===== src/sv/sc1kd_pkg.sv =====
`timescale 1ns / 1ps
// ----------------------------------------------------------------------------
// sc1kd_pkg
// Types and constants shared by the set-1 scancode key event decoder.
// ----------------------------------------------------------------------------
package sc1kd_pkg;

    // Field widths.
    localparam int unsigned BYTE_W      = 8;
    localparam int unsigned CODE_W      = 7;
    localparam int unsigned CFG_INDEX_W = 3;
    localparam int unsigned CFG_DATA_W  = CODE_W;

    // Escape prefix byte and the bit that marks a release.
    localparam logic [BYTE_W-1:0] PREFIX_BYTE = 8'hE0;
    localparam int unsigned       RELEASE_BIT = 7;

    // Configuration register indexes.
    typedef enum logic [CFG_INDEX_W-1:0] {
        CFG_LEFT_SHIFT  = 3'd0,
        CFG_RIGHT_SHIFT = 3'd1,
        CFG_CONTROL     = 3'd2,
        CFG_ALTERNATE   = 3'd3,
        CFG_DELETE      = 3'd4
    } cfg_reg_e;

    // Reset values of the configuration registers.
    localparam logic [CODE_W-1:0] RST_LEFT_SHIFT  = 7'd42;
    localparam logic [CODE_W-1:0] RST_RIGHT_SHIFT = 7'd54;
    localparam logic [CODE_W-1:0] RST_CONTROL     = 7'd29;
    localparam logic [CODE_W-1:0] RST_ALTERNATE   = 7'd56;
    localparam logic [CODE_W-1:0] RST_DELETE      = 7'd83;

    // Key codes held in the configuration registers.
    typedef struct packed {
        logic [CODE_W-1:0] left_shift;
        logic [CODE_W-1:0] right_shift;
        logic [CODE_W-1:0] control;
        logic [CODE_W-1:0] alternate;
        logic [CODE_W-1:0] delete_key;
    } cfg_codes_t;

    // Decoder state carried from one byte to the next.
    typedef struct packed {
        logic prefix_pending;
        logic left_shift_held;
        logic right_shift_held;
        logic control_held;
        logic alternate_held;
    } key_state_t;

    // One key event as it leaves the block.
    typedef struct packed {
        logic              pressed;
        logic [CODE_W-1:0] key_code;
        logic              escaped;
        logic              shift_active;
        logic              control_active;
        logic              alternate_active;
        logic              reboot_request;
    } key_event_t;

endpackage


===== src/sv/sc1kd_byte_if.sv =====
`timescale 1ns / 1ps
// ----------------------------------------------------------------------------
// sc1kd_byte_if
// Valid/ready channel that carries one raw scancode byte per transaction.
// ----------------------------------------------------------------------------
interface sc1kd_byte_if
    import sc1kd_pkg::*;
();
    logic              valid;
    logic              ready;
    logic [BYTE_W-1:0] scan_byte;

    modport source (output valid, output scan_byte, input ready);
    modport sink   (input valid, input scan_byte, output ready);
endinterface


===== src/sv/sc1kd_event_if.sv =====
`timescale 1ns / 1ps
// ----------------------------------------------------------------------------
// sc1kd_event_if
// Valid/ready channel that carries one decoded key event per transaction.
// ----------------------------------------------------------------------------
interface sc1kd_event_if
    import sc1kd_pkg::*;
();
    logic              valid;
    logic              ready;
    logic              pressed;
    logic [CODE_W-1:0] key_code;
    logic              escaped;
    logic              shift_active;
    logic              control_active;
    logic              alternate_active;
    logic              reboot_request;

    modport source (
        output valid, output pressed, output key_code, output escaped,
        output shift_active, output control_active, output alternate_active,
        output reboot_request, input ready
    );
    modport sink (
        input valid, input pressed, input key_code, input escaped,
        input shift_active, input control_active, input alternate_active,
        input reboot_request, output ready
    );
endinterface


===== src/sv/sc1kd_cfg_regs.sv =====
`timescale 1ns / 1ps
// ----------------------------------------------------------------------------
// sc1kd_cfg_regs
// Write-only register file holding the modifier and delete key codes.
// ----------------------------------------------------------------------------
module sc1kd_cfg_regs
    import sc1kd_pkg::*;
(
    input  logic                   clk,
    input  logic                   rst_n,
    input  logic                   write_en,
    input  logic [CFG_INDEX_W-1:0] index,
    input  logic [CFG_DATA_W-1:0]  data,
    output cfg_codes_t             codes
);

    cfg_codes_t codes_reg;
    cfg_codes_t codes_next;

    // Decode the register index; indexes past the list are ignored.
    always_comb
    begin
        codes_next = codes_reg;
        if (write_en)
        begin
            case (index)
                CFG_LEFT_SHIFT:  codes_next.left_shift  = data[CODE_W-1:0];
                CFG_RIGHT_SHIFT: codes_next.right_shift = data[CODE_W-1:0];
                CFG_CONTROL:     codes_next.control     = data[CODE_W-1:0];
                CFG_ALTERNATE:   codes_next.alternate   = data[CODE_W-1:0];
                CFG_DELETE:      codes_next.delete_key  = data[CODE_W-1:0];
                default:         codes_next = codes_reg;
            endcase
        end
    end

    // Register storage with the documented reset codes.
    always_ff @(posedge clk or negedge rst_n)
    begin
        if (!rst_n)
        begin
            codes_reg.left_shift  <= RST_LEFT_SHIFT;
            codes_reg.right_shift <= RST_RIGHT_SHIFT;
            codes_reg.control     <= RST_CONTROL;
            codes_reg.alternate   <= RST_ALTERNATE;
            codes_reg.delete_key  <= RST_DELETE;
        end
        else
        begin
            codes_reg <= codes_next;
        end
    end

    assign codes = codes_reg;

endmodule


===== src/sv/sc1kd_decode.sv =====
`timescale 1ns / 1ps
// ----------------------------------------------------------------------------
// sc1kd_decode
// Combinational decode of one scancode byte against the current key state.
// ----------------------------------------------------------------------------
module sc1kd_decode
    import sc1kd_pkg::*;
(
    input  logic [BYTE_W-1:0] scan_byte,
    input  cfg_codes_t        codes,
    input  key_state_t        state,
    output key_state_t        state_next,
    output logic              emit,
    output key_event_t        key_event
);

    logic              is_prefix;
    logic              down;
    logic [CODE_W-1:0] code;
    logic              hit_left;
    logic              hit_right;
    logic              hit_control;
    logic              hit_alternate;
    logic              dropped;

    assign is_prefix = (scan_byte == PREFIX_BYTE);
    assign down      = ~scan_byte[RELEASE_BIT];
    assign code      = scan_byte[CODE_W-1:0];

    // Modifier match; the first register in list order wins on shared codes.
    assign hit_left      = (code == codes.left_shift);
    assign hit_right     = !hit_left && (code == codes.right_shift);
    assign hit_control   = !hit_left && !hit_right && (code == codes.control);
    assign hit_alternate = !hit_left && !hit_right && !hit_control
                           && (code == codes.alternate);

    // A modifier that is already in the requested state is dropped.
    assign dropped = (hit_left      && (state.left_shift_held  == down))
                  || (hit_right     && (state.right_shift_held == down))
                  || (hit_control   && (state.control_held     == down))
                  || (hit_alternate && (state.alternate_held   == down));

    // Next state: the prefix only sets the pending flag, any other byte clears it.
    always_comb
    begin
        state_next = state;
        if (is_prefix)
        begin
            state_next.prefix_pending = 1'b1;
        end
        else
        begin
            state_next.prefix_pending = 1'b0;
            if (hit_left)
            begin
                state_next.left_shift_held = down;
            end
            if (hit_right)
            begin
                state_next.right_shift_held = down;
            end
            if (hit_control)
            begin
                state_next.control_held = down;
            end
            if (hit_alternate)
            begin
                state_next.alternate_held = down;
            end
        end
    end

    assign emit = !is_prefix && !dropped;

    // Event fields reflect the modifier state after this byte.
    always_comb
    begin
        key_event.pressed          = down;
        key_event.key_code         = code;
        key_event.escaped          = state.prefix_pending;
        key_event.shift_active     = state_next.left_shift_held
                                     | state_next.right_shift_held;
        key_event.control_active   = state_next.control_held;
        key_event.alternate_active = state_next.alternate_held;
        key_event.reboot_request   = down && (code == codes.delete_key)
                                     && state_next.control_held
                                     && state_next.alternate_held;
    end

endmodule


===== src/sv/scancode_set1_key_event_decoder.sv =====
`timescale 1ns / 1ps
// ----------------------------------------------------------------------------
// scancode_set1_key_event_decoder
// Turns a stream of set-1 scancode bytes into key events with modifier flags.
// ----------------------------------------------------------------------------
// The block accepts one scancode byte per clock cycle while the output is not
// stalled and returns at most one key event per byte. A byte is held in an
// input register, decoded against the held modifier state in one pass, and
// the event is placed in a result register; the modifier state updates in
// the same cycle, so consecutive bytes follow each other with no gap. The
// 0xE0 prefix and repeated modifier presses or releases produce no event.
// The modifier and delete key codes are set through the write port at
// register indexes 0 to 4 and should be written only while no byte is in
// flight.
// ----------------------------------------------------------------------------
module scancode_set1_key_event_decoder
    import sc1kd_pkg::*;
(
    input  logic                   clk,
    input  logic                   rst_n,
    input  logic                   cfg_write_en,
    input  logic [CFG_INDEX_W-1:0] cfg_index,
    input  logic [CFG_DATA_W-1:0]  cfg_data,
    sc1kd_byte_if.sink             byte_in,
    sc1kd_event_if.source          event_out
);

    cfg_codes_t        codes;

    logic              in_valid_reg;
    logic              in_valid_next;
    logic [BYTE_W-1:0] in_byte_reg;
    logic [BYTE_W-1:0] in_byte_next;

    key_state_t        state_reg;
    key_state_t        state_next;
    key_state_t        state_decoded;

    logic              out_valid_reg;
    logic              out_valid_next;
    key_event_t        out_event_reg;
    key_event_t        out_event_next;

    logic              emit;
    key_event_t        key_event;
    logic              advance;
    logic              take_byte;

    // Configuration registers.
    sc1kd_cfg_regs u_cfg_regs (
        .clk      (clk),
        .rst_n    (rst_n),
        .write_en (cfg_write_en),
        .index    (cfg_index),
        .data     (cfg_data),
        .codes    (codes)
    );

    // Single-pass decode of the registered byte.
    sc1kd_decode u_decode (
        .scan_byte  (in_byte_reg),
        .codes      (codes),
        .state      (state_reg),
        .state_next (state_decoded),
        .emit       (emit),
        .key_event  (key_event)
    );

    // Handshake: the held byte moves on whenever the result slot is free.
    assign advance   = in_valid_reg && (!out_valid_reg || event_out.ready);
    assign byte_in.ready = !in_valid_reg || advance;
    assign take_byte = byte_in.valid && byte_in.ready;

    // Next values of the input stage, state and result stage.
    always_comb
    begin
        in_valid_next  = in_valid_reg;
        in_byte_next   = in_byte_reg;
        state_next     = state_reg;
        out_valid_next = out_valid_reg;
        out_event_next = out_event_reg;

        if (take_byte)
        begin
            in_valid_next = 1'b1;
            in_byte_next  = byte_in.scan_byte;
        end
        else if (advance)
        begin
            in_valid_next = 1'b0;
        end

        if (advance)
        begin
            state_next     = state_decoded;
            out_valid_next = emit;
            out_event_next = key_event;
        end
        else if (event_out.ready)
        begin
            out_valid_next = 1'b0;
        end
    end

    // Control registers.
    always_ff @(posedge clk or negedge rst_n)
    begin
        if (!rst_n)
        begin
            in_valid_reg  <= 1'b0;
            out_valid_reg <= 1'b0;
            state_reg     <= '0;
        end
        else
        begin
            in_valid_reg  <= in_valid_next;
            out_valid_reg <= out_valid_next;
            state_reg     <= state_next;
        end
    end

    // Payload registers.
    always_ff @(posedge clk)
    begin
        in_byte_reg   <= in_byte_next;
        out_event_reg <= out_event_next;
    end

    // Drive the output channel from the result register.
    assign event_out.valid            = out_valid_reg;
    assign event_out.pressed          = out_event_reg.pressed;
    assign event_out.key_code         = out_event_reg.key_code;
    assign event_out.escaped          = out_event_reg.escaped;
    assign event_out.shift_active     = out_event_reg.shift_active;
    assign event_out.control_active   = out_event_reg.control_active;
    assign event_out.alternate_active = out_event_reg.alternate_active;
    assign event_out.reboot_request   = out_event_reg.reboot_request;

endmodule

===== src/flat_wrapper.sv =====
// flat-port wrapper written by rule: the top's interface ports become plain ports
module scancode_set1_key_event_decoder_flat import sc1kd_pkg::*;
  (clk, rst_n, cfg_write_en, cfg_index, cfg_data, byte_in_valid, byte_in_scan_byte, byte_in_ready, event_out_valid, event_out_pressed, event_out_key_code, event_out_escaped, event_out_shift_active, event_out_control_active, event_out_alternate_active, event_out_reboot_request, event_out_ready);
  sc1kd_byte_if byte_in_i ();
  sc1kd_event_if event_out_i ();
  input  logic clk;
  input  logic rst_n;
  input  logic cfg_write_en;
  input  logic [CFG_INDEX_W-1:0] cfg_index;
  input  logic [CFG_DATA_W-1:0] cfg_data;
  input wire logic [$bits(byte_in_i.valid)-1:0] byte_in_valid;
  input wire logic [$bits(byte_in_i.scan_byte)-1:0] byte_in_scan_byte;
  output wire logic [$bits(byte_in_i.ready)-1:0] byte_in_ready;
  output wire logic [$bits(event_out_i.valid)-1:0] event_out_valid;
  output wire logic [$bits(event_out_i.pressed)-1:0] event_out_pressed;
  output wire logic [$bits(event_out_i.key_code)-1:0] event_out_key_code;
  output wire logic [$bits(event_out_i.escaped)-1:0] event_out_escaped;
  output wire logic [$bits(event_out_i.shift_active)-1:0] event_out_shift_active;
  output wire logic [$bits(event_out_i.control_active)-1:0] event_out_control_active;
  output wire logic [$bits(event_out_i.alternate_active)-1:0] event_out_alternate_active;
  output wire logic [$bits(event_out_i.reboot_request)-1:0] event_out_reboot_request;
  input wire logic [$bits(event_out_i.ready)-1:0] event_out_ready;
  assign byte_in_i.valid = byte_in_valid;
  assign byte_in_i.scan_byte = byte_in_scan_byte;
  assign byte_in_ready = byte_in_i.ready;
  assign event_out_valid = event_out_i.valid;
  assign event_out_pressed = event_out_i.pressed;
  assign event_out_key_code = event_out_i.key_code;
  assign event_out_escaped = event_out_i.escaped;
  assign event_out_shift_active = event_out_i.shift_active;
  assign event_out_control_active = event_out_i.control_active;
  assign event_out_alternate_active = event_out_i.alternate_active;
  assign event_out_reboot_request = event_out_i.reboot_request;
  assign event_out_i.ready = event_out_ready;
  scancode_set1_key_event_decoder u_core (.clk(clk), .rst_n(rst_n), .cfg_write_en(cfg_write_en), .cfg_index(cfg_index), .cfg_data(cfg_data), .byte_in(byte_in_i), .event_out(event_out_i));
endmodule

===== config.mk =====
export PLATFORM = sky130hd
export DESIGN_NAME = scancode_set1_key_event_decoder_flat
export DESIGN_NICKNAME = d
export VERILOG_FILES = /design/src/sv/sc1kd_pkg.sv /design/src/sv/sc1kd_byte_if.sv /design/src/sv/sc1kd_event_if.sv /design/src/sv/sc1kd_cfg_regs.sv /design/src/sv/sc1kd_decode.sv /design/src/sv/scancode_set1_key_event_decoder.sv /design/src/flat_wrapper.sv
export SDC_FILE = /design/constraint.sdc
export NUM_CORES = 1
export LEC_CHECK = 0
export ABC_CLOCK_PERIOD_IN_PS = 2100
export BUFFER_PORTS_ARGS = -buffer_cell sky130_fd_sc_hd__buf_4
export CAP_MARGIN = 5
export CORE_MARGIN = 1.5
export CORE_UTILIZATION = 40
export DETAILED_ROUTE_END_ITERATION = 12
export HOLD_SLACK_MARGIN = 0.12
export SLEW_MARGIN = 20
export SYNTH_ARGS = -nofsm -noshare
export SYNTH_HDL_FRONTEND = slang
export SYNTH_SLANG_ARGS = --single-unit

===== constraint.sdc =====
create_clock -name clk -period 2.1 [get_ports clk]
set_input_delay 0.42 -clock clk [delete_from_list [all_inputs] [get_ports clk]]
set_output_delay 0.42 -clock clk [all_outputs]
set_load 0.02 [all_outputs]

### Word-level counts from Yosys, hierarchy flattened

Index checks and enable logic that the tools add are counted.

* eq/ne operators: 14
* multiplexer cells: 10
* bitwise logic cells: 2
* reduce and logical (&&, ||, !) cells: 35

Operator list (count)
* 7-bit == test: 5
* 1-bit logical AND: 15
* 2-bit AND reduction: 5
* 1-bit two-way mux: 9
* 8-bit == test (second input constant): 1
* 1-bit logical NOT: 7
* 3-bit by 2-bit == test with 1-bit output (second input constant): 2
* 1-bit logical OR: 5
* 1-bit == test: 4
* 4-bit two-way mux: 1
* 2-bit nonzero test: 2
* 3-bit by 1-bit == test with 1-bit output (second input constant): 1
* 3-bit == test (second input constant): 1
* 3-bit logical NOT: 1
* 1-bit inverter: 1
* 1-bit OR: 1

* flip-flop bits (word level): 63
* bits of input ports: 23
* output and inout bits: 15
* logic and storage cells: 81

### Longest topological paths before layout

Gate-level depths: netlist of the first run.

* depth after elaboration: 14
* mapped depth: 7

### Hierarchy

Synthesis of the first run repeated with hierarchy kept, for this count alone.

* cell total of the unflattened synthesis: 220
* area, all modules: 3165.5 sq um

Modules (own cells, without submodules)
* sc1kd_cfg_regs: times used 1, cells each 78, area an instance 1370.1 sq um
* scancode_set1_key_event_decoder: times used 1, cells each 41, area an instance 937.1 sq um
* sc1kd_decode: times used 1, cells each 101, area an instance 858.3 sq um

### Worst setup path after synthesis of the first run

Ideal clock, no wire load.

* path type: reg-to-reg
* from: register u_core.in_byte_reg[0]
* to: register u_core.out_event_reg, in the netlist u_core.event_out.reboot_request (data pin)
* arrival time: 1.708 ns
* setup slack: 0.134 ns
* cell stages (with the launch flop): 6
* clock period less this slack: 1.966 ns
* cells stage by stage: edfxtp_1 > buf_6 > or4_4 > nor4_2 > nor3_1 > o221a_1

RTL lines
* start: declaration: line scancode_set1_key_event_decoder.sv:32 `logic [BYTE_W-1:0] in_byte_reg;`
* start signal: assignment: line scancode_set1_key_event_decoder.sv:125 `in_byte_reg <= in_byte_next;`
* end signal: assignment: line scancode_set1_key_event_decoder.sv:126 `out_event_reg <= out_event_next;`
* end: declaration: line scancode_set1_key_event_decoder.sv:41 `key_event_t out_event_reg;`

==> results of run 1 <==
how the worst max path moves through the flow:
| stage | start | end | slack [ps] | cells after the start |
|---|---|---|---|---|
| 6_report | u_core.in_byte_reg[2] | u_core.event_out.alternate_active | 80 | 7 |
| 3_5_place_dp | u_core.in_byte_reg[1] | u_core.event_out.valid | 30 | 7 |
| 3_3_place_gp | u_core.in_byte_reg[2] | u_core.event_out.alternate_active | 80 | 6 |
| 5_1_grt | u_core.in_byte_reg[2] | u_core.event_out.alternate_active | -50 | 7 |
| 2_1_floorplan | u_core.in_byte_reg[0] | u_core.event_out.reboot_request | 130 | 5 |
| 4_1_cts | u_core.in_byte_reg[1] | u_core.event_out.valid | 5 | 7 |
layer usage:
metal | GRT usage [%] | part of all wire, % | vias to the layer above
met5 | 0 | 0 | -
met4 | 8.52 | 1.3 | 0
met3 | 3.92 | 4.2 | 8
met2 | 28.7 | 47 | 50
met1 | 25.0 | 48 | 949
li1 | - | - | 901
cell usage after synthesis (4+ instances only):
| cell | instances | share of area, % |
|---|---|---|
| xnor2_1 | 20 | 6.0 |
| xor2_1 | 15 | 4.5 |
| inv_1 | 6 | 0.77 |
| edfxtp_1 | 21 | 22 |
| dfrtp_1 | 24 | 21 |
| nor3_1 | 6 | 1.0 |
| buf_2 | 6 | 1.0 |
| nand4_1 | 5 | 1.1 |
| mux2i_1 | 4 | 1.4 |
| dfstp_2 | 18 | 16 |
| nor4_1 | 5 | 1.1 |
| o21ai_0 | 4 | 0.68 |
| nand2_1 | 12 | 1.5 |
| mux2_2 | 35 | 13 |
through the flow:
step	std cells	total power, mW
floorplan	217	2.16
global placement	356	2.40
detailed placement	356	2.42
CTS	373	3.57
global route	375	3.75
finish	375	3.57
cell type report:
cell class / count / area (sq um)
tap: 96 / 120
fill: 595 / 3240
inverter: 6 / 22.5
clock inverter: 2 / 35.0
multi-input combinational: 138 / 1210
timing repair buffer: 56 / 430
clock buffer: 14 / 184
sequential: 63 / 1700
power groups by stage:
stage / combinational [mW] / clock, mW / sequential (mW)
after global placement: 0.665 / 0 / 1.74
after CTS: 0.677 / 1.17 / 1.72
final: 0.697 / 1.15 / 1.72
after floorplan: 0.425 / 0 / 1.73
after detailed placement: 0.674 / 0 / 1.74
after global routing: 0.766 / 1.23 / 1.75
layout by cell type (no fill, tap or decap), types with 3 or more instances in the layout:
cell and instances:
nand2b_1 3, dfrtp_1 24, nand2_1 10, nand4_1 5, clkbuf_8 11, mux2i_1 4, inv_1 6, buf_4 53
o21ai_0 4, edfxtp_1 21, xor2_1 15, nor3_1 4, xnor2_1 19, mux2_2 35, dfstp_2 18
cell families after synthesis:
logic type / count (synthesis) / share of synthesized area, %
flip-flops: 63 / 58.2
AND/OR/NAND/NOR: 48 / 10.2
multiplexers: 39 / 14.8
XOR/XNOR: 35 / 10.5
AO/OA/AOI/OAI: 16 / 3.68
buffers and inverters: 16 / 2.57
repair_timing:
item	in CTS	in global routing
setup endpoints to repair	0	6
setup buffers	0	2
hold endpoints to repair	24	0
hold buffers	1	0
gates resized for setup	0	14
worst register-to-register path: stages, from the launching register on:
cell and delay, ps:
edfxtp_1 470, buf_6 180, xor2_1 170, nor4_2 260, o211ai_1 180, buf_4 200
nor3_4 160, mux2i_1 240
==> impl_metrics.yaml, run 1 <==
power:
  power_density_nw_per_um2: 962
  netSwitchingFraction_pct: 26.7
  clock_power_share_pct: 32.1
  combPwrFrac_pct: 19.6
  p_int_mw: 2.61
  power.switching_mw: 0.953
  vdd_drop_max_uv: 385
  power_frac_seq_pct: 48.3
  p_leak_nw: 1.46
worst_hold_path:
  hold_start: "byte_in_scan_byte[2]"
  hold_depth: 1
  hold_path.class: "in -> reg"
  holdPathEnd: "u_core.in_byte_reg[2]"
setup_path:
  cpMaxStageDelayCell: "edfxtp_1"
  cp-end-kind: "register"
  worst-path-buf-inv: 2
  crit_fanout: 5
  path_cells: "buf_6 -> xor2_1 -> nor4_2 -> o211ai_1 -> buf_4 -> nor3_4 -> mux2i_1"
  cp-start-kind: "register"
  r2r_slack_ps: 80
  r2r_cells: 7
  r2r_start: "u_core.in_byte_reg[2]"
  required_ps: 2280
  critical_path_arrival_ps: 2200
  slowest_delay_ps: 470
  reg2reg_to: "u_core.event_out.alternate_active"
  cp_top_family: "flip-flops"
  crit_type: "reg -> reg"
placed_design:
  dp_hpwl_um: 4570
  dp_slack_ps: 31.7
  portBuffers: 37
  placed_area_sq_um: 3390
  gp_congestion: 0.827
sta:
  finalClockSkew_ps: 7.48
  timing.fmax_mhz: 496
  hold_viol: 0
  tns_ps: 0
  setup_slack_ps: 82.0
  max_slew_margin_pct: 63.6
  timing.hold.ws_ps: 256
  finalMaxSlewViolations: 0
  finalCritPeriodShare_pct: 96.1
  setup_viol: 0
  rsz0062_at_grt: "true"
  period_needed_ps: 2020
  tightest_slew_ps: 545
floorplanning:
  die_h_um: 88.5
  die_x_um: 88.5
  die-area_sq_um: 7840
  start_util_pct: 42.1
  rows: 30
  core_sq_um: 6940
  ioPinCount: 38
cts:
  clk_latency_ps: 340
  root_buffer: "clkbuf_8"
  numCtsBuffers: 9
  clk_path_buf_depth: 2
  htreeDepth: 3
  cts_tree: "done"
  clk_pin_slew_ps: 70
  cts_sinks: 63
route:
  drc: 0
  drt_first_pass_iters: 4
  ant_nets: 0
  drt-initial-drc-count: 97
  vias_per_cell: 5.09
  wl_per_cell_um: 17.0
  wirelength_um: 6390
  num_vias: 1908
cells_and_area:
  finish.instance_area_sq_um: 3710
  antenna_cells: 0
  post-route-util_pct: 53.4
  largest_reg_flops: 35
  finalNetCount: 297
  syn_to_final_growth_pct: 26.7
  layout-drive-gt1-share_pct: 48.7
yosys:
  synth_cell_types: 40
  synth_edf_count: 21
  yosys_warnings: 0
  syn_nets: 240
  ys_seq_elements: 63
  async_flop_share_pct: 66.7
  syn_area_per_cell_sq_um: 13.5
  syn_inst: 217
  ys.flop_type: "dfrtp_1"
  netlist_area_sq_um: 2930
  seq_area_frac_synth_pct: 58.2
global_routing:
  grt_use_total_pct: 18.5
  antenna_found_initial: 0
  grt_pass1_wl_um: 10300
  grt_pass1_vias: 1902
  grt-ovfl-total: 0
  grt_max_degree: 43
run:
  cap_violations: 0
status:
  status: "completed"
Power figures use the tool's default switching activity.
==> run 2: changes to the inputs <==
--- a/config.mk
+++ b/config.mk
@@ -5,7 +5,7 @@
 export SDC_FILE = /design/constraint.sdc
 export NUM_CORES = 1
 export LEC_CHECK = 0
-export ABC_CLOCK_PERIOD_IN_PS = 2100
+export ABC_CLOCK_PERIOD_IN_PS = 1900
 export BUFFER_PORTS_ARGS = -buffer_cell sky130_fd_sc_hd__buf_4
 export CAP_MARGIN = 5
 export CORE_MARGIN = 1.5
==> constraint.sdc (replaced) <==
create_clock -name clk -period 1.9 [get_ports clk]
set_input_delay 0.38 -clock clk [delete_from_list [all_inputs] [get_ports clk]]
set_output_delay 0.38 -clock clk [all_outputs]
set_load 0.1 [all_outputs]
==> impl_metrics.yaml, run 2 (same netlist as run 1, synthesis figures left out) <==
status:
  status: "finished with violations"
  violations: "negative setup slack"
cells_and_area:
  largest_reg_flops: 35
  seq_area_sq_um: 1710
  syn_to_final_growth_pct: 31.2
  most-common-layout-cells: "59 x buf_4, 35 x mux2_2, 23 x dfrtp_1"
  layout_commonest_cell: "buf_4"
  finalNetCount: 307
  nFillCells: 621
  layout-drive-gt1-share_pct: 55.7
  multi_input_comb_area_sq_um: 1280
  instances_no_fill: 385
  antenna_cells: 0
sta:
  timing.fmax_mhz: 493
  period_needed_ps: 2030
  setup_slack_ps: -127
  hold_viol: 0
  finalMaxSlewViolations: 0
  setup_viol: 6
  tns_ps: -389
  tightest_slew_ps: 555
  rsz0062_at_grt: "true"
  finalCritPeriodShare_pct: 107
  finalClockSkew_ps: 6.47
  max_slew_margin_pct: 63.0
setup_path:
  crit_fanout: 4
  reg2reg_to: "u_core.event_out.reboot_request"
  cp-start-kind: "register"
  critPathLaunch: "u_core.in_byte_reg[1]"
  cp-endpoint: "u_core.event_out.reboot_request"
  crit_type: "reg -> reg"
  cp-end-kind: "register"
  critical_path_arrival_ps: 2120
  r2r_cells: 5
  required_ps: 1990
  r2r_slack_ps: -130
  r2r_start: "u_core.in_byte_reg[1]"
floorplanning:
  die_x_um: 88.5
  die_h_um: 88.5
  rows: 30
  start_util_pct: 42.1
  ioPinCount: 38
  die-area_sq_um: 7840
  core_sq_um: 6940
power:
  vdd_drop_max_uv: 424
  p_leak_nw: 1.54
  power.total_mw: 4.09
  power_density_nw_per_um2: 1070
placed_design:
  dp_hpwl_um: 4580
  portBuffers: 37
  dp_slack_ps: -130
  gp_congestion: 0.858
  dpl.cell_count: 365
global_routing:
  grtUsageMet1_pct: 23.7
  grt_util_met2_pct: 28.4
  grt_pass1_vias: 1971
  grt-ovfl-total: 0
  grt_max_degree: 43
  grt_pass1_wl_um: 10200
  antenna_found_initial: 0
  grt_use_total_pct: 17.9
  top_usage_layer: "met2"
  use_met3_pct: 3.64
worst_hold_path:
  hold_path.class: "in -> reg"
cts:
  clk_path_buf_depth: 2
  clk_pin_slew_ps: 70
  cts_sinks: 63
  htreeDepth: 3
  cts_tree: "done"
  clk_latency_ps: 340
  numCtsBuffers: 9
  root_buffer: "clkbuf_8"
route:
  ant_nets: 0
  drc: 0
  drt_first_pass_iters: 4
  wl_per_cell_um: 16.3
  wirelength_um: 6260
  drt-initial-drc-count: 86
  num_vias: 1918
  vias_per_cell: 4.98
run:
  cap_violations: 0
[run 2: worst min-delay path by stage]
stage                              start                          to  cells after the start
finish              byte_in_scan_byte[1]       u_core.in_byte_reg[1]                      1
global route        byte_in_scan_byte[3]       u_core.in_byte_reg[3]                      1
CTS                 byte_in_scan_byte[1]       u_core.in_byte_reg[1]                      1
detailed placement                 rst_n  u_core.u_cfg_regs.codes[3]                      1
global placement                   rst_n  u_core.u_cfg_regs.codes[3]                      1
floorplan                          rst_n         u_core.in_valid_reg                      0
[run 2: layout make-up]
| class | instances | share of cell area (%) |
|---|---|---|
| Sequential cell | 63 | 44.5 |
| Clock buffer | 9 | 3.23 |
| Tap cell | 96 | 3.13 |
| Timing Repair Buffer | 66 | 13.6 |
| Inverter | 6 | 0.587 |
| Multi-Input combinational cell | 138 | 33.4 |
| Clock inverter | 7 | 1.66 |
[run 2: metal layers]
metal / vias up / wire length, um / share of wire (%)
met1: 942 / 3040 / 49
met3: 12 / 193 / 3.1
met5: - / 0 / 0
li1: 921 / - / -
met2: 43 / 2930 / 47
met4: 0 / 101 / 1.6
[run 2: critical path, cell delays in order (launching register included)]
cell,delay (ps)
edfxtp_1,470
buf_4,180
or4_4,540
nor4_4,240
nor3_2,90
o221a_1,250
[run 2: power breakdown]
group          internal, mW  switching (mW)
combinational         0.448           0.617
sequential             1.73           0.185
clock                 0.593           0.519
[run 2: stage by stage]
stage          util (%)  hold WS [ps]  cell area (sq um)
2_1_floorplan         -          84.4               2980
3_3_place_gp       50.4           411               3500
3_5_place_dp       50.4           402               3500
4_1_cts            53.4           196               3710
5_1_grt            55.3           199               3840
6_report           55.3           210               3840
[run 2: repair_timing]
item / CTS / global route
endpoints found under the setup margin: 8 / 9
hold buffers: 1 / 0
buffers inserted: 0 / 3
pin swaps: 4 / 8
resized for setup: 4 / 22
hold endpoints to repair: 24 / 0
==> run 3: changes to the inputs <==
--- a/config.mk
+++ b/config.mk
@@ -8,10 +8,12 @@
 export ABC_CLOCK_PERIOD_IN_PS = 1900
 export BUFFER_PORTS_ARGS = -buffer_cell sky130_fd_sc_hd__buf_4
 export CAP_MARGIN = 5
-export CORE_MARGIN = 1.5
+export CORE_ASPECT_RATIO = 1.1
+export CORE_MARGIN = 2
 export CORE_UTILIZATION = 40
 export DETAILED_ROUTE_END_ITERATION = 12
 export HOLD_SLACK_MARGIN = 0.12
+export RECOVER_POWER = 25
 export SLEW_MARGIN = 20
 export SYNTH_ARGS = -nofsm -noshare
 export SYNTH_HDL_FRONTEND = slang
==> impl_metrics.yaml, run 3 (same netlist as run 1, synthesis figures left out) <==
status:
  status: "finished with violations"
  violations: "negative setup slack"
cells_and_area:
  seq_area_sq_um: 1710
  antenna_cells: 0
  layout-drive-gt1-share_pct: 49.1
  post-route-util_pct: 53.0
  multi_input_comb_area_sq_um: 1220
  syn_to_final_growth_pct: 27.7
  nFillCells: 634
  most-common-layout-cells: "45 x buf_4, 35 x mux2_2, 23 x dfrtp_1"
  layout_commonest_cell: "buf_4"
  largest_reg_flops: 35
  finalNetCount: 305
cts:
  root_buffer: "clkbuf_8"
  clk_path_buf_depth: 2
  clk_pin_slew_ps: 70
  cts_tree: "done"
  numCtsBuffers: 9
  htreeDepth: 3
  cts_sinks: 63
  clk_latency_ps: 350
route:
  ant_nets: 0
  wl_per_cell_um: 17.1
  wirelength_um: 6350
  drt-initial-drc-count: 76
  drt_first_pass_iters: 4
  num_vias: 1900
  vias_per_cell: 5.11
  drc: 0
sta:
  rsz0062_at_grt: "true"
  finalMaxSlewViolations: 0
  setup_slack_ps: -100
  timing.hold.ws_ps: 226
  tightest_slew_ps: 1060
  period_needed_ps: 2000
  timing.fmax_mhz: 500
  finalCritPeriodShare_pct: 105
  hold_viol: 0
  finalClockSkew_ps: 9.54
  max_slew_margin_pct: 29.0
  setup_viol: 6
global_routing:
  top_usage_layer: "met2"
  grtUsageMet1_pct: 21.8
  grt-ovfl-total: 0
  grt_pass1_vias: 1962
  grt_max_degree: 43
  antenna_found_initial: 0
  grt_pass1_wl_um: 10300
  grt_util_met2_pct: 28.3
  grt_use_total_pct: 17.4
  use_met3_pct: 4.04
floorplanning:
  core_sq_um: 7050
  die-area_sq_um: 8020
  rows: 32
  ioPinCount: 38
  start_util_pct: 41.5
  die_x_um: 85.6
  die_h_um: 93.7
worst_hold_path:
  holdPathEnd: "u_core.in_valid_reg"
  hold_path.class: "in -> reg"
  hold_start: "byte_in_valid"
  hold_depth: 2
power:
  power.switching_mw: 1.30
  power.total_mw: 4.17
  clock_power_share_pct: 29.6
  netSwitchingFraction_pct: 31.1
  p_leak_nw: 1.50
  power_density_nw_per_um2: 1120
  power_frac_seq_pct: 45.8
  p_int_mw: 2.87
  combPwrFrac_pct: 24.5
  vdd_drop_max_uv: 599
setup_path:
  critical_path_arrival_ps: 2100
  required_ps: 2000
  cp-start-kind: "register"
  r2r_start: "u_core.in_byte_reg[0]"
  reg2reg_to: "u_core.event_out.reboot_request"
  crit_type: "reg -> reg"
  crit_fanout: 4
  r2r_cells: 4
  r2r_slack_ps: -100
  cp-end-kind: "register"
placed_design:
  dp_hpwl_um: 4540
  portBuffers: 37
  gp_congestion: 0.777
run:
  cap_violations: 0
[run 3: layout make-up]
| type | count | share of cell area, % |
|---|---|---|
| sequential | 63 | 45.7 |
| multi-input combinational | 138 | 32.6 |
| timing repair buffer | 64 | 12.8 |
| clock buffer | 10 | 3.41 |
| tap | 85 | 2.85 |
| clock inverter | 6 | 2.04 |
| inverter | 6 | 0.603 |
[run 3: power by group through the flow]
stage / clock (mW) / combinational (mW) / sequential (mW)
floorplan: 0 / 0.495 / 2.14
finish: 1.24 / 1.02 / 1.91
global placement: 0 / 0.989 / 1.93
global route: 1.31 / 1.10 / 1.94
CTS: 1.26 / 1.03 / 1.91
detailed placement: 0 / 0.999 / 1.93
[run 3: worst max-delay path by stage]
stage / startpoint / to / slack [ps] / cells past startpoint
finish: u_core.in_byte_reg[0] / u_core.event_out.reboot_request / -100 / 4
global placement: u_core.in_byte_reg[0] / u_core.event_out.valid / -190 / 7
global route: u_core.in_byte_reg[0] / u_core.event_out.valid / -210 / 7
floorplan: u_core.in_byte_reg[6] / u_core.event_out.reboot_request / -20 / 7
detailed placement: u_core.in_byte_reg[0] / u_core.event_out.valid / -180 / 7
CTS: u_core.in_byte_reg[0] / u_core.event_out.reboot_request / -100 / 4
[run 3: metal layers]
layer,share of wire (%),up-vias,wire [um]
li1,-,906,-
met1,44,937,2810
met2,49,44,3100
met3,4.4,13,277
met4,2.5,0,157
met5,0,-,0
[run 3: timing repair]
action,in CTS,in global routing
setup buffers,2,3
endpoints found under the setup margin,7,9
endpoints found under the hold margin,24,0
gates resized for setup,8,5
hold buffers,1,0
pin swaps,4,4
[run 3: stage by stage]
step | std cells | setup slack (ps) | TNS (ps) | cell area [sq um]
4_1_cts | 369 | -97.8 | -379 | 3730
5_1_grt | 372 | -207 | -1130 | 3740
6_report | 372 | -100 | -386 | 3740
3_5_place_dp | 350 | -179 | -577 | 3460
3_3_place_gp | 350 | -189 | -606 | 3460
2_1_floorplan | 217 | -18.7 | -18.7 | 2980
[run 3: worst max-delay path: stages (launching register included)]
cell and delay (ps):
edfxtp_1 500, or4_4 620, nor4_4 300, nor3_2 110, o221a_1 230
